### config.mk
export PLATFORM = sky130hd
export DESIGN_NAME = osvm_front
export DESIGN_NICKNAME = d
export VERILOG_FILES = /design/src/hw/rtl/osvm_pkg.sv /design/src/hw/rtl/osvm_front.sv
export SDC_FILE = /design/constraint.sdc
export NUM_CORES = 1
export LEC_CHECK = 0
export ABC_AREA = 0
export BUFFER_PORTS_ARGS = -buffer_cell sky130_fd_sc_hd__buf_4
export CAP_MARGIN = 20
export CORE_MARGIN = 1
export CORE_UTILIZATION = 40
export CTS_BUF_LIST = sky130_fd_sc_hd__clkbuf_8
export DETAILED_ROUTE_END_ITERATION = 7
export SYNTH_ARGS = -nofsm -noshare
export SYNTH_HDL_FRONTEND = slang
export SYNTH_SLANG_ARGS = --single-unit
### constraint.sdc
create_clock -name clk -period 7.6 [get_ports clk]
set_clock_uncertainty 0.2 [all_clocks]
set_input_delay 2.28 -clock clk [delete_from_list [all_inputs] [get_ports clk]]
set_output_delay 2.28 -clock clk [all_outputs]
set_load 0.02 [all_outputs]
### src/hw/rtl/osvm_pkg.sv
package osvm_pkg;

    localparam int NUM_VOICES  = 8;
    localparam int WAVE_LENGTH = 2646;
    localparam int NUM_WAVES   = 8;
    localparam int CLK_W       = 40;

    localparam int VIDX_W     = (NUM_VOICES > 1) ? $clog2(NUM_VOICES) : 1;
    localparam int POS_W      = (WAVE_LENGTH > 1) ? $clog2(WAVE_LENGTH) : 1;
    localparam int BANK_DEPTH = NUM_WAVES * WAVE_LENGTH;
    localparam int BANK_AW    = (BANK_DEPTH > 1) ? $clog2(BANK_DEPTH) : 1;
    localparam int ADDR_X_W   = BANK_AW + 3;

    localparam int IN_TDATA_W  = 104;
    localparam int OUT_TDATA_W = 24;
    localparam int CFG_IDX_W   = 1;
    localparam int CFG_DATA_W  = 16;

    localparam int QDEPTH = 2;

    localparam logic [15:0] WINDOW_RESET = 16'd8820;
    localparam logic signed [17:0] SAMPLE_MIN = -18'sd32768;
    localparam logic signed [17:0] SAMPLE_MAX = 18'sd32767;

    typedef enum logic [1:0] {
        OP_TRIGGER = 2'd0,
        OP_TICK    = 2'd1,
        OP_RESET   = 2'd2,
        OP_BANK    = 2'd3
    } op_t;

    typedef enum logic [CFG_IDX_W-1:0] {
        CFG_ENABLED = 1'b0,
        CFG_WINDOW  = 1'b1
    } cfg_idx_t;

    typedef enum logic [3:0] {
        ST_IDLE,
        ST_TRG_ANCHOR,
        ST_TRG_OFF,
        ST_TRG_START,
        ST_TRG_DIFF,
        ST_TRG_PLACE,
        ST_TICK_ISSUE,
        ST_TICK_DRAIN,
        ST_DONE
    } state_t;

    typedef struct packed {
        op_t         op;
        logic [39:0] event_time;
        logic [15:0] event_gain;
        logic [2:0]  variant;
        logic [15:0] sample_in;
        logic        end_of_buffer;
        logic [11:0] bank_index;
        logic [15:0] bank_value;
    } cmd_t;

    function automatic logic [BANK_AW-1:0] bank_addr(input logic [2:0] wave,
                                                     input logic [POS_W-1:0] pos);
        logic [ADDR_X_W-1:0] a;
        a = ADDR_X_W'(wave) * ADDR_X_W'(WAVE_LENGTH) + ADDR_X_W'(pos);
        return a[BANK_AW-1:0];
    endfunction

    function automatic logic [3:0] count_sat(input logic [NUM_VOICES-1:0] bits);
        logic [VIDX_W+1:0] n;
        n = '0;
        for (int i = 0; i < NUM_VOICES; i++)
        begin
            n = n + (VIDX_W+2)'(bits[i]);
        end
        if (n > (VIDX_W+2)'(15))
        begin
            return 4'd15;
        end
        return n[3:0];
    endfunction

endpackage

### src/hw/rtl/osvm_front.sv
module osvm_front (
    input  logic                               clk,
    input  logic                               rst_n,
    input  logic                               s_tvalid,
    output logic                               s_tready,
    input  logic [osvm_pkg::IN_TDATA_W-1:0]    s_tdata,
    input  logic [1:0]                         s_tuser,
    input  logic                               s_tlast,
    output logic                               cmd_valid,
    output osvm_pkg::cmd_t                     cmd,
    input  logic                               cmd_pop
);
    import osvm_pkg::*;

    cmd_t        q_reg [QDEPTH];
    logic        wr_ptr_reg;
    logic        rd_ptr_reg;
    logic [1:0]  count_reg;
    cmd_t        decoded;
    logic        push;

    always_comb
    begin
        decoded.op            = op_t'(s_tuser);
        decoded.event_time    = s_tdata[39:0];
        decoded.event_gain    = s_tdata[55:40];
        decoded.variant       = s_tdata[58:56];
        decoded.sample_in     = s_tdata[74:59];
        decoded.end_of_buffer = s_tlast;
        decoded.bank_index    = s_tdata[86:75];
        decoded.bank_value    = s_tdata[102:87];
    end

    assign s_tready  = (count_reg != 2'(QDEPTH));
    assign push      = s_tvalid && s_tready;
    assign cmd_valid = (count_reg != 2'd0);
    assign cmd       = q_reg[rd_ptr_reg];

    always_ff @(posedge clk)
    begin
        if (push)
        begin
            q_reg[wr_ptr_reg] <= decoded;
        end
    end

    always_ff @(posedge clk or negedge rst_n)
    begin
        if (!rst_n)
        begin
            wr_ptr_reg <= 1'b0;
            rd_ptr_reg <= 1'b0;
            count_reg  <= 2'd0;
        end
        else
        begin
            if (push)
            begin
                wr_ptr_reg <= ~wr_ptr_reg;
            end
            if (cmd_pop)
            begin
                rd_ptr_reg <= ~rd_ptr_reg;
            end
            case ({push, cmd_pop})
                2'b10:   count_reg <= count_reg + 2'd1;
                2'b01:   count_reg <= count_reg - 2'd1;
                default: count_reg <= count_reg;
            endcase
        end
    end

endmodule

==> metrics.md <==
| Metric | Value |
|---|---|
| WL/cell | 17.0 um |
| Critical path origin | rd_ptr_reg$_DFFE_PN0P_ |
| Post-DRT Antenna Nets | 0 |
| Setup TNS | 0 ps |
| # hold bufs at CTS | 0 |
| Leakage Power | 4.05 nW |
| Crit-path most repeated cell | buf_4 |
| Hold Crit Start | count_reg[1]$_DFFE_PN0P_ |
| Clk pin slew, worst setup/hold paths | 50 ps |
| DR iter-0 viols | 127 |
| Mux share of post-synthesis cell area | 16.4% |
| Largest family of logic cells by synthesized area | multiplexers |
| Pwr dens | 390 nW/um2 |
| Mapped Cells | 346 |
| Critical path class | flip-flop to primary output |
| Clock Latency Late Sink | 510 ps |
| Die Wd | 143 um |
| Post-synthesis simple-gate area fraction | 0.378% |
| Final Max Slew Viols | 0 |
| Critical path cell sequence | buf_4, mux2_2, buf_4 |
| Detailed Route WL | 15000 um |
| Via count | 4039 |
| Initial antenna violation count | 0 |
| Final min period | 4810 ps |
| Initial Util | 40.8% |
| Die area | 20400 um2 |
| Area Growth Syn to Fin | 32.2% |
| CTS Buf Count | 37 |
| Slew HR | 33.5% |
| TritonRoute pass-1 iters | 4 |
| Ys Warns | 0 |
| Top cell type's share of synthesized area | 80.1% |
| Worst-Margin Slew | 998 ps |
| Max VDD drop | 195 uV |
| Crit-path max cell delay | 650 ps |
| Vias per std cell | 4.56 |
| First-pass GRT wire length | 22700 um |
| Crit start category | flip-flop |
| Clock root buffer | clkbuf_8 |
| Net Count, Synth | 458 |
| Fill cells | 1615 |
| Seq/Total Area, Yosys | 81.3% |
| Fin cells | 885 |
| Antenna diodes | 0 |
| CTS Sinks | 216 |
| DRC Markers | 0 |
| Largest net degree at the start of global routing | 68 |
| Final core utilization | 54.0% |
| Tcrit/Tclk final | 63.4% |
| Critical path peak fanout | 54 |
| RSZ-0062 raised after global routing | no |
| Critical Path End Type | primary output |
| Worst hold slack | 319 ps |
| Cts repair resizes | 0 |
| Avg Inst Size Synth | 23.0 um2 |
| Placed cell area | 9870 um2 |
| Max Freq | 208 MHz |
| Setup-failing EPs final | 0 |
| Nets@finish | 707 |
| Slowest cell on crit path | buf_4 |
| Share of cells above drive strength 1 | 60.0% |
| Count of cell types in the netlist | 14 |
| Synth area leaders | edfxtp_1 (80%), mux2_2 (11%), mux2_4 (5.7%) |
| DP HPWL | 9540 um |
| Worst hold path type | flip-flop to flip-flop |
| #FFs+latches synth | 216 |
| Die Height | 143 um |
| Max reg flops | 212 |
| Grt total ovfl | 0 |
| Post-synthesis compound-gate area fraction | 0% |
| Inst Count DP | 821 |
| Post-CTS setup buffer count | 0 |
| Post-Synth XOR/XNOR Area | 0.551% |
| Number of I/O pins | 219 |
| Netlist Area Pre-Place | 7950 um2 |
| Yosys top cell by area | edfxtp_1 |
| R2r startpoint | count_reg[0]$_DFFE_PN0P_ |
| Status | finished clean |
| CTS max path bufs | 3 |
| RePlAce Congestion | 0.659 |
| IO buf count | 217 |
| # Max-Cap Violations | 0 |
| Vias in the first global route | 4483 |
| Post-Synth Adder-Cell Area | 0.157% |
| Core Rows | 51 |
| Critical Path RT | 5120 ps |
| H-tree depth | 2 |
| Core area | 19500 um2 |
| Design Area, Final | 10500 um2 |
| Worst Path Arrival | 2330 ps |
| Final Hold Viols | 0 |
| CTS tree | done |
| GRT Total Usage | 14.6% |
power by group:
group / internal (W) / switching [W]
Clock: 0.000469 / 0.000421
Sequential: 0.00163 / 0.0000762
Combinational: 0.000686 / 0.000811
Total: 0.00279 / 0.00131
synth_stat cells:
master / number
and3_1: 1
ha_1: 1
xor2_1: 2
xnor2_1: 3
nor2_1: 2
mux2_2: 76
nand2b_1: 1
mux2_4: 30
buf_2: 7
nand2_1: 1
dfrtp_1: 4
buf_6: 5
or2_2: 1
edfxtp_1: 212
cells by family (layout without fill, tap and decap cells):
family,Yosys count,in the layout
xor gates and xnor gates,5,5
adders and majority gates,1,1
buffers and inverters,12,286
DFF,216,216
muxes,106,106
and+or+nand+nor,6,6
cell type report:
cell class / instances / area, um2 / area share [%]
Clock buffer: 39 / 537 / 5.11
Clock inverter: 25 / 97.6 / 0.929
Multi-Input combinational cell: 118 / 1410 / 13.4
Sequential cell: 216 / 6470 / 61.6
Tap cell: 265 / 332 / 3.16
Timing Repair Buffer: 222 / 1670 / 15.9
stage by stage:
| step | worst slack (ps) | total power (W) |
|---|---|---|
| detailed placement | 3050 | 0.00326 |
| global placement | 3100 | 0.00323 |
| floorplan | 37.0 | 0.00271 |
| global route | 2640 | 0.00431 |
| finish | 2790 | 0.00410 |
| CTS | 2700 | 0.00418 |
worst paths after layout:
kind	slack (ps)	to	cells after the start
worst min-delay path	320	count_reg[1]$_DFFE_PN0P_	1
worst min register to register	320	count_reg[1]$_DFFE_PN0P_	1
worst max-delay path	2790	cmd[6]	3
worst max register to register	4830	q_reg[0][97]$_DFFE_PP_	4
min in group asynchronous	1350	wr_ptr_reg$_DFFE_PN0P_	1
max in group asynchronous	5730	rd_ptr_reg$_DFFE_PN0P_	1
critical path: cells and delay by family (launching register included):
family / cells / cell delay (ps)
DFF: 1 / 550
buffers and inverters: 2 / 810
muxes: 1 / 420
layer usage:
layer	GRT usage (%)	vias to the layer above	share of wire, %
met3	7.78	28	12
met2	23.4	176	47
li1	-	1871	-
met4	5.94	0	2.1
met1	16.3	1964	38
met5	0	-	0
cell usage in the layout, fill, tap and decap left out, types with 2 or more instances in the layout:
master,instances
mux2_4,30
dfrtp_1,3
inv_1,17
xor2_1,2
xnor2_1,3
mux2_2,76
clkinv_1,7
buf_4,222
clkbuf_8,39
edfxtp_1,212
No activity file was read; power rests on OpenSTA's default activity.
